`src/hdl/pwec_pkg.sv`:
```
`default_nettype none

package pwec_pkg;

    localparam logic [2:0] STATUS_OK       = 3'd0;
    localparam logic [2:0] STATUS_NOT_PRES = 3'd1;
    localparam logic [2:0] STATUS_RSV_BIT  = 3'd2;
    localparam logic [2:0] STATUS_NO_ACC   = 3'd3;
    localparam logic [2:0] STATUS_NO_EXEC  = 3'd4;

    localparam logic [2:0] REG_WRITE_PROTECT  = 3'd0;
    localparam logic [2:0] REG_PAGE_SIZE_EXT  = 3'd1;
    localparam logic [2:0] REG_PHYS_ADDR_EXT  = 3'd2;
    localparam logic [2:0] REG_LONG_MODE      = 3'd3;
    localparam logic [2:0] REG_NO_EXEC_ENABLE = 3'd4;
    localparam logic [2:0] REG_PHYS_ADDR_BITS = 3'd5;

    localparam int unsigned ENTRY_W    = 64;
    localparam int unsigned LEVEL_W    = 3;
    localparam int unsigned STATUS_W   = 3;
    localparam int unsigned CFG_IDX_W  = 3;
    localparam int unsigned CFG_DATA_W = 6;

    localparam int unsigned BIT_P  = 0;
    localparam int unsigned BIT_RW = 1;
    localparam int unsigned BIT_US = 2;
    localparam int unsigned BIT_A  = 5;
    localparam int unsigned BIT_D  = 6;
    localparam int unsigned BIT_PS = 7;
    localparam int unsigned BIT_NX = 63;

    localparam logic [5:0] PHYS_BITS_RESET = 6'd36;
    localparam logic [5:0] PHYS_BITS_MIN   = 6'd32;
    localparam logic [5:0] PHYS_BITS_MAX   = 6'd52;
    localparam logic [63:0] BASE_FRAME_MASK = 64'h0000_000F_FFFF_F000;

    localparam logic [1:0] DEPTH_TWO   = 2'd0;
    localparam logic [1:0] DEPTH_THREE = 2'd1;
    localparam logic [1:0] DEPTH_FOUR  = 2'd2;

    localparam logic [2:0] KIND_LARGE_PDE  = 3'd0;
    localparam logic [2:0] KIND_PTE        = 3'd1;
    localparam logic [2:0] KIND_PDE        = 3'd2;
    localparam logic [2:0] KIND_PDPE       = 3'd3;
    localparam logic [2:0] KIND_PML4E      = 3'd4;
    localparam logic [2:0] KIND_LARGE_PDPE = 3'd5;

    typedef struct packed {
        logic        write_protect;
        logic        page_size_ext;
        logic        phys_addr_ext;
        logic        long_mode;
        logic        no_exec_enable;
        logic [63:0] frame_toggle;
    } cfg_t;

    typedef struct packed {
        logic [63:0] table_entry;
        logic [2:0]  walk_level;
        logic        write_access;
        logic        user_access;
        logic        exec_access;
    } req_t;

    typedef struct packed {
        logic [2:0]  status;
        logic [63:0] entry_out;
        logic        write_back;
        logic        is_leaf;
    } result_t;

    // Frame bits between the nominal 36-bit width and the configured width.
    function automatic logic [63:0] frame_toggle(input logic [5:0] pb);
        logic [5:0]  pbc;
        logic [63:0] fm;
        pbc = pb;
        if (pbc < PHYS_BITS_MIN)
        begin
            pbc = PHYS_BITS_MIN;
        end
        if (pbc > PHYS_BITS_MAX)
        begin
            pbc = PHYS_BITS_MAX;
        end
        for (int i = 0; i < 64; i++)
        begin
            fm[i] = (i >= 12) && (i < int'(pbc));
        end
        return fm ^ BASE_FRAME_MASK;
    endfunction

    function automatic logic [63:0] rsv_mask(input logic       nxe,
                                             input logic [1:0] dsel,
                                             input logic [2:0] kind);
        logic [63:0] mask;
        mask = 64'hFFFF_FFFF_FFFF_FFFF;
        case (dsel)
            DEPTH_TWO:
            begin
                case (kind)
                    KIND_LARGE_PDE: mask = 64'h0000_0000_0020_0000;
                    KIND_PTE:       mask = 64'h0000_0000_0000_0000;
                    KIND_PDE:       mask = 64'h0000_0000_0000_0000;
                    default:        mask = 64'hFFFF_FFFF_FFFF_FFFF;
                endcase
            end
            DEPTH_THREE:
            begin
                case (kind)
                    KIND_LARGE_PDE: mask = 64'hFFFF_FFF0_001F_E000;
                    KIND_PTE:       mask = 64'hFFFF_FFF0_0000_0000;
                    KIND_PDE:       mask = 64'hFFFF_FFF0_0000_0000;
                    KIND_PDPE:      mask = 64'hFFFF_FFF0_0000_01E6;
                    default:        mask = 64'hFFFF_FFFF_FFFF_FFFF;
                endcase
                if (nxe && (kind == KIND_LARGE_PDE || kind == KIND_PTE ||
                            kind == KIND_PDE))
                begin
                    mask[BIT_NX] = 1'b0;
                end
            end
            DEPTH_FOUR:
            begin
                case (kind)
                    KIND_LARGE_PDE:  mask = 64'h800F_FFF0_001F_E000;
                    KIND_PTE:        mask = 64'h800F_FFF0_0000_0000;
                    KIND_PDE:        mask = 64'h800F_FFF0_0000_0000;
                    KIND_PDPE:       mask = 64'h800F_FFF0_0000_0100;
                    KIND_PML4E:      mask = 64'h800F_FFF0_0000_0180;
                    KIND_LARGE_PDPE: mask = 64'h800F_FFF0_3FFF_E000;
                    default:         mask = 64'hFFFF_FFFF_FFFF_FFFF;
                endcase
                if (nxe)
                begin
                    mask[BIT_NX] = 1'b0;
                end
            end
            default: mask = 64'hFFFF_FFFF_FFFF_FFFF;
        endcase
        return mask;
    endfunction

endpackage

`default_nettype wire

```
`src/hdl/pwec_check.sv`:
```
`default_nettype none

module pwec_check (
    input  wire pwec_pkg::cfg_t cfg,
    input  wire pwec_pkg::req_t req,
    output pwec_pkg::result_t   res
);

    logic        pae;
    logic        pse;
    logic [1:0]  dsel;
    logic [2:0]  kind;
    logic [63:0] mask;
    logic [63:0] e;
    logic [2:0]  status;
    logic        leaf;
    logic        wb;
    logic        lvl_ok;

    always_comb
    begin
        pae    = cfg.long_mode | cfg.phys_addr_ext;
        pse    = pae | cfg.page_size_ext;
        dsel   = cfg.long_mode ? pwec_pkg::DEPTH_FOUR :
                 (cfg.phys_addr_ext ? pwec_pkg::DEPTH_THREE : pwec_pkg::DEPTH_TWO);
        lvl_ok = (req.walk_level >= 3'd1) && (req.walk_level <= 3'd4);

        kind = req.walk_level;
        if (req.walk_level == 3'd2 && req.table_entry[pwec_pkg::BIT_PS])
        begin
            kind = pwec_pkg::KIND_LARGE_PDE;
        end
        if (req.walk_level == 3'd3 && dsel == pwec_pkg::DEPTH_FOUR &&
            req.table_entry[pwec_pkg::BIT_PS])
        begin
            kind = pwec_pkg::KIND_LARGE_PDPE;
        end
        mask = pwec_pkg::rsv_mask(cfg.no_exec_enable, dsel, kind) ^ cfg.frame_toggle;

        status = pwec_pkg::STATUS_OK;
        if (!req.table_entry[pwec_pkg::BIT_P])
        begin
            status = pwec_pkg::STATUS_NOT_PRES;
        end
        else if (pse && (!lvl_ok || (req.table_entry & mask) != 64'd0))
        begin
            status = pwec_pkg::STATUS_RSV_BIT;
        end

        // A PAE PDPE has no RW, US or A bits and behaves as if all were set.
        e = req.table_entry;
        if (dsel == pwec_pkg::DEPTH_THREE && req.walk_level == 3'd3)
        begin
            e[pwec_pkg::BIT_RW] = 1'b1;
            e[pwec_pkg::BIT_US] = 1'b1;
            e[pwec_pkg::BIT_A]  = 1'b1;
        end

        if (status == pwec_pkg::STATUS_OK)
        begin
            if (!e[pwec_pkg::BIT_US] && req.user_access)
            begin
                status = pwec_pkg::STATUS_NO_ACC;
            end
            else if (!e[pwec_pkg::BIT_RW] && req.write_access &&
                     (cfg.write_protect || req.user_access))
            begin
                status = pwec_pkg::STATUS_NO_ACC;
            end
            else if (e[pwec_pkg::BIT_NX] && req.exec_access && cfg.no_exec_enable)
            begin
                status = pwec_pkg::STATUS_NO_EXEC;
            end
        end

        if (req.walk_level == 3'd2 && !pse)
        begin
            e[pwec_pkg::BIT_PS] = 1'b0;
        end
        leaf = (req.walk_level == 3'd1) ||
               ((req.walk_level == 3'd2 || req.walk_level == 3'd3) && e[pwec_pkg::BIT_PS]);
        wb = !e[pwec_pkg::BIT_A] || (leaf && req.write_access && !e[pwec_pkg::BIT_D]);
        e[pwec_pkg::BIT_A] = 1'b1;
        if (leaf && req.write_access)
        begin
            e[pwec_pkg::BIT_D] = 1'b1;
        end

        res.status = status;
        if (status == pwec_pkg::STATUS_OK)
        begin
            res.entry_out  = e;
            res.write_back = wb;
            res.is_leaf    = leaf;
        end
        else
        begin
            res.entry_out  = req.table_entry;
            res.write_back = 1'b0;
            res.is_leaf    = 1'b0;
        end
    end

endmodule

`default_nettype wire

```
`config.mk`:
```
export PLATFORM = sky130hd
export DESIGN_NAME = pwec_check
export DESIGN_NICKNAME = d
export VERILOG_FILES = /design/src/hdl/pwec_pkg.sv /design/src/hdl/pwec_check.sv
export SDC_FILE = /design/constraint.sdc
export NUM_CORES = 1
export LEC_CHECK = 0
export BUFFER_PORTS_ARGS = -buffer_cell sky130_fd_sc_hd__buf_2
export CAP_MARGIN = 25
export CORE_AREA = 2 2 81 83
export DETAILED_ROUTE_END_ITERATION = 16
export DIE_AREA = 0 0 83 85
export PLACE_DENSITY = 0.82
export SLEW_MARGIN = 20
export SYNTH_ARGS = -nofsm -noshare
export SYNTH_HDL_FRONTEND = slang
export SYNTH_SLANG_ARGS = --single-unit
```
`constraint.sdc`:
```
create_clock -name vclk -period 4.9
set_input_delay 0.735 -clock vclk [all_inputs]
set_output_delay 0.735 -clock vclk [all_outputs]
set_load 0.005 [all_outputs]
```
==> run_results.csv, run 1 <==
group,metric,value,unit
worst_setup_path,startpoint,"req[4]",
synthesis,syn-cell-area,2042,µm²
power,peakVddDrop,41.11,µV
timing,max_slew.worst_pin.slew,758.4,ps
timing,period_needed,4434,ps
layout,design.final.nets,582,
drt,drt-pass1-iter-count,4,
grt,grt_start_max_net_pins,21,
placed_design,dp.final_hpwl,6.794,mm
placed_design,numPortBuffers,208,
worst_setup_path,crit_family,"compound AO/OA/AOI/OAI gates",
synthesis,yosysWarnings,0,
cts,postCtsHoldBufs,0,
timing,achievable-frequency,0.2255,GHz
synthesis,synth.top_cells.by_count,"buf_4, inv_1, a22oi_1",
worst_setup_path,path_buf_inv,2,
worst_setup_path,setup.worst_path.start_class,"input port",
synthesis,synth_largest_type_area_fraction,22.06,%
drt,drc,0,
outcome,run_status,"finished, final reports clean",
cts,cts-resized-gates,0,
layout,final_layout_size_suffix_gt1_share,48.75,%
drt,avgRoutedWirePerCell,14.89,µm
floorplanning,fp.dieArea,7055,µm²
drt,detail-route-antenna-nets,0,
power,leakage,1.426,nW
drt,routed-via-count,2698,
timing,report.final.slew_viol_count,0,
synthesis,ys_seq_area_share,0,%
worst_setup_path,cpMaxStageDelayCell,"o21ai_0",
floorplanning,row_count,29,
drt,totalWireLength,7.712,mm
cts,postCtsSetupRepairBufs,0,
worst_setup_path,crit_path_cell_trace,"buf_2, nand2_1, o21ai_0, and2_1, xor2_1, a2111oi_0, and4_1, a21oi_2, nor4b_2, buf_2",
grt,grt-ovfl-total,0,
synthesis,synthesis.nets,440,
timing,min_period_over_period,90.49,%
floorplanning,floorplan.initialDensity,32.91,%
floorplanning,die_width,83,µm
worst_setup_path,critical_path.endpoint_type,"primary output",
synthesis,post_synth_main_area_contributors,"buf_4, a22oi_1, xnor2_1",
worst_setup_path,critical_path.endpoint,"res[68]",
grt,gr-usage-all-layers,20.42,%
timing,setup_repair_after_global_routing_missed_its_margin,"false",
layout,numSequentialCells,0,
placed_design,gp_congestion,0.7467,
worst_setup_path,crit_type,"input port to primary output",
synthesis,synth.most_common_cell,"buf_4",
grt,antenna_found_initial,1,
worst_hold_path,timing.hold.worst_path_depth,2,
worst_setup_path,endpoint_required_time_on_the_critical_path,4160,ps
timing,worst_slack,466.1,ps
drt,detailedRoute.firstIterationViolations,107,
floorplanning,floorplan.io_pins,208,
synthesis,yosys.area.top_type,"buf_4",
floorplanning,core_region_area,6205,µm²
synthesis,post_synth_inst_count,301,
timing,totalNegativeSetupSlack,0,ps
placed_design,placement.cell_area,2688,µm²
layout,syn_to_final_growth,31.62,%
worst_setup_path,worst-path-stages,10,
power,power_per_cell_area,90.43,nW/µm²
grt,first_global_vias,2564,
synthesis,post_syn_area_per_cell,6.784,µm²
layout,clock_buffer_count,0,
timing,timing.slew.headroom,49.25,%
drt,route.detailed.vias_per_inst,5.208,
synthesis,post_synth_num_cell_types,55,
run,max_cap_viol_count,0,
timing,setup_viol_count_final,0,
worst_setup_path,cp.arrival,3700,ps
floorplanning,die_h,85,µm
placed_design,preCtsSetupSlack,525.4,ps
worst_setup_path,cell_mode_on_critical_path,"buf_2",
worst_setup_path,cp_max_fo,17,
power,power,0.2430,mW
layout,final_cell_area,2688,µm²
layout,final-seq-area,0,µm²
worst_hold_path,hold_class,"input port to primary output",
worst_setup_path,cp_slowest_stage_delay,560,ps
timing,final_hold_viol_count,0,
grt,grt_first_pass_wirelength,12.25,mm
layout,diodes,0,
placed cells by master (no fill, tap or decap), drive strengths merged, types with 6 or more instances in the layout:
| master | synthesis | routed |
|---|---|---|
| inv | 32 | 32 |
| xnor2 | 18 | 18 |
| buf | 67 | 209 |
| o21ai | 10 | 10 |
| o22ai | 9 | 9 |
| xor2 | 10 | 10 |
| nand2b | 12 | 12 |
| nand2 | 19 | 19 |
| a22oi | 23 | 23 |
| a21oi | 6 | 6 |
| nor2 | 8 | 8 |
| nand3 | 8 | 8 |
| nor2b | 8 | 8 |
stage by stage:
| step | hold slack [ps] | std cells | util (%) |
|---|---|---|---|
| final | 1654 | 518 | 43.32 |
| after global placement | 1652 | 518 | 43.32 |
| after floorplan | 1541 | 301 | - |
| after CTS | 1657 | 518 | 43.32 |
| after global routing | 1662 | 518 | 43.32 |
| after detailed placement | 1657 | 518 | 43.32 |
per-layer routing:
metal  vias to the layer above  global-route usage (%)  wire length [µm]
met5                         -                       0                 0
met4                         0                   1.341                19
met3                         2                   1.654               520
met1                      1244                   25.99              3235
li1                       1320                       -                 -
met2                       132                   39.08              3936
logic make-up (layout without fill, tap and decap cells):
group / Yosys count / count (layout) / synth area share [%]
buffers and inverters: 101 / 241 / 30.33
xor gates and xnor gates: 28 / 28 / 12.01
AOI/OAI and AO/OA: 95 / 95 / 35.85
and+or+nand+nor: 74 / 74 / 20.34
muxes: 3 / 3 / 1.471
worst min-delay path by stage:
stage / start / slack (ps) / to
2_1_floorplan: req[6] / 1540 / res[66]
3_3_place_gp: req[68] / 1650 / res[64]
3_5_place_dp: req[14] / 1660 / res[10]
4_1_cts: req[29] / 1660 / res[25]
5_1_grt: req[29] / 1660 / res[25]
6_report: req[68] / 1650 / res[64]
where the power goes:
part / switching (mW) / total [mW] / internal, mW
Sequential: 0 / 0 / 0
Combinational: 0.124 / 0.243 / 0.119
Clock: 0 / 0 / 0
Total: 0.124 / 0.243 / 0.119
layout make-up:
| cell class | count | area [µm²] |
|---|---|---|
| fillers | 657 | 3517 |
| multi-input cells | 200 | 1423 |
| repair buffers | 209 | 1049 |
| inverters | 32 | 120.1 |
| well taps | 77 | 96.34 |
No activity file was read; power rests on OpenSTA's default activity.
==> run 2: changes to the inputs <==
- PLACE_DENSITY: 0.82 -> 0.81
==> run 2 against run 1 <==
  * Worst hold slack worse by 2.8 ps
  * Final area increased by 0.28%
  * First-iteration DRC count down 18%
  * Wire length is 1.4% lower
  * Final cell count increased by 0.19%
  * Largest cell class unchanged
  * Highest routed layer unchanged
  * Combinational power barely moved
==> run_results.csv, run 2 (same netlist as run 1, synthesis figures left out) <==
group,metric,value,unit
outcome,run_status,"finished, final reports clean",
worst_setup_path,crit_type,"input port to primary output",
timing,totalNegativeSetupSlack,0,ps
worst_setup_path,endpoint_required_time_on_the_critical_path,4160,ps
timing,min_period_over_period,88.49,%
layout,layout.cells.non_filler,519,
layout,clock_buffer_count,0,
layout,diodes,0,
worst_setup_path,cp_max_fo,19,
floorplanning,core_region_area,6205,µm²
timing,timing.slew.headroom,38.84,%
power,leakage,1.431,nW
placed_design,dp.final_hpwl,6.804,mm
worst_setup_path,critical_path.endpoint_type,"primary output",
worst_hold_path,timing.hold.worst_path_depth,2,
worst_setup_path,cp.arrival,3600,ps
layout,design.final.nets,583,
grt,grt-ovfl-total,0,
placed_design,preCtsSetupSlack,496.4,ps
layout,mostFrequentLayoutCells,"buf_2, inv_1, a22oi_1",
grt,antenna_found_initial,0,
layout,final_cell_area,2695,µm²
timing,timing.hold.ws,1651,ps
cts,postCtsSetupRepairBufs,0,
timing,setup_viol_count_final,0,
drt,routed-via-count,2660,
layout,mostFrequentLayoutCell,"buf_2",
power,internal_power,0.1202,mW
layout,final_layout_size_suffix_gt1_share,48.87,%
grt,global_route.usage.met3,1.654,%
placed_design,post-place-cells,519,
timing,report.final.slew_viol_count,0,
timing,achievable-frequency,0.2306,GHz
worst_hold_path,hold_class,"input port to primary output",
floorplanning,fp.dieArea,7055,µm²
layout,finish.utilization,43.44,%
layout,syn_to_final_growth,31.99,%
placed_design,placement.cell_area,2695,µm²
power,peakVddDrop,40.63,µV
drt,route.detailed.vias_per_inst,5.125,
grt,first_global_vias,2682,
placed_design,gp_congestion,0.7868,
drt,avgRoutedWirePerCell,14.65,µm
power,clockPowerShare,0,%
layout,numSequentialCells,0,
power,power_share_of_the_combinational_group,100.0,%
timing,final_hold_viol_count,0,
grt,grtUsageMet1,25.00,%
drt,totalWireLength,7.604,mm
timing,max_slew.worst_pin.slew,894.3,ps
timing,worst_slack,564.0,ps
timing,setup_repair_after_global_routing_missed_its_margin,"false",
drt,drc,0,
power,p_sw,0.1227,mW
floorplanning,die_h,85,µm
timing,period_needed,4336,ps
floorplanning,floorplan.initialDensity,32.91,%
floorplanning,row_count,29,
floorplanning,die_width,83,µm
drt,drt-pass1-iter-count,4,
grt,gr-usage-all-layers,20.34,%
power,seq_power_share,0,%
cts,postCtsHoldBufs,0,
cts,cts-resized-gates,0,
layout,multi_input_area,1423,µm²
power,switching_share,50.51,%
floorplanning,floorplan.io_pins,208,
layout,filler_cell_count,643,
run,max_cap_viol_count,0,
grt,grt_start_max_net_pins,21,
power,power,0.2430,mW
placed_design,numPortBuffers,208,
power,power_per_cell_area,90.15,nW/µm²
grt,grt_first_pass_wirelength,12.28,mm
grt,grt.busiest_layer,"met2",
drt,detail-route-antenna-nets,0,
layout,final-seq-area,0,µm²
drt,detailedRoute.firstIterationViolations,88,
worst_setup_path,setup.worst_path.start_class,"input port",
grt,grt_util_met2,40.18,%
==> run 2: worst paths after layout <==
path / from / endpoint / slack [ps]
worst min-delay path: req[68] / res[64] / 1650
worst max-delay path: req[5] / res[3] / 560
==> run 2: power groups by stage <==
stage | Clock (mW) | Combinational (mW) | Sequential (mW)
after global routing | 0 | 0.271 | 0
after detailed placement | 0 | 0.243 | 0
after global placement | 0 | 0.238 | 0
after floorplan | 0 | 0.153 | 0
after CTS | 0 | 0.244 | 0
final | 0 | 0.243 | 0
==> run 2: metal layers <==
layer	vias up	routed length, µm
met5	-	0
met4	0	25
met3	6	434
met2	120	3970
met1	1213	3174
li1	1321	-
==> run 2: area by class of cell <==
| type | instances | share of cell area, % |
|---|---|---|
| inverters | 32 | 4.457 |
| multi-input cells | 200 | 52.79 |
| well taps | 77 | 3.575 |
| repair buffers | 210 | 39.18 |
==> run 2: critical path, cell delays in order <==
cell and delay (ps):
buf_2 300, a21boi_0 200, nor2_1 650, a21oi_1 90, a2111oi_0 470, o2111ai_1 200, nor4_2 350, nand2_1 140
o21ai_0 290, buf_2 170
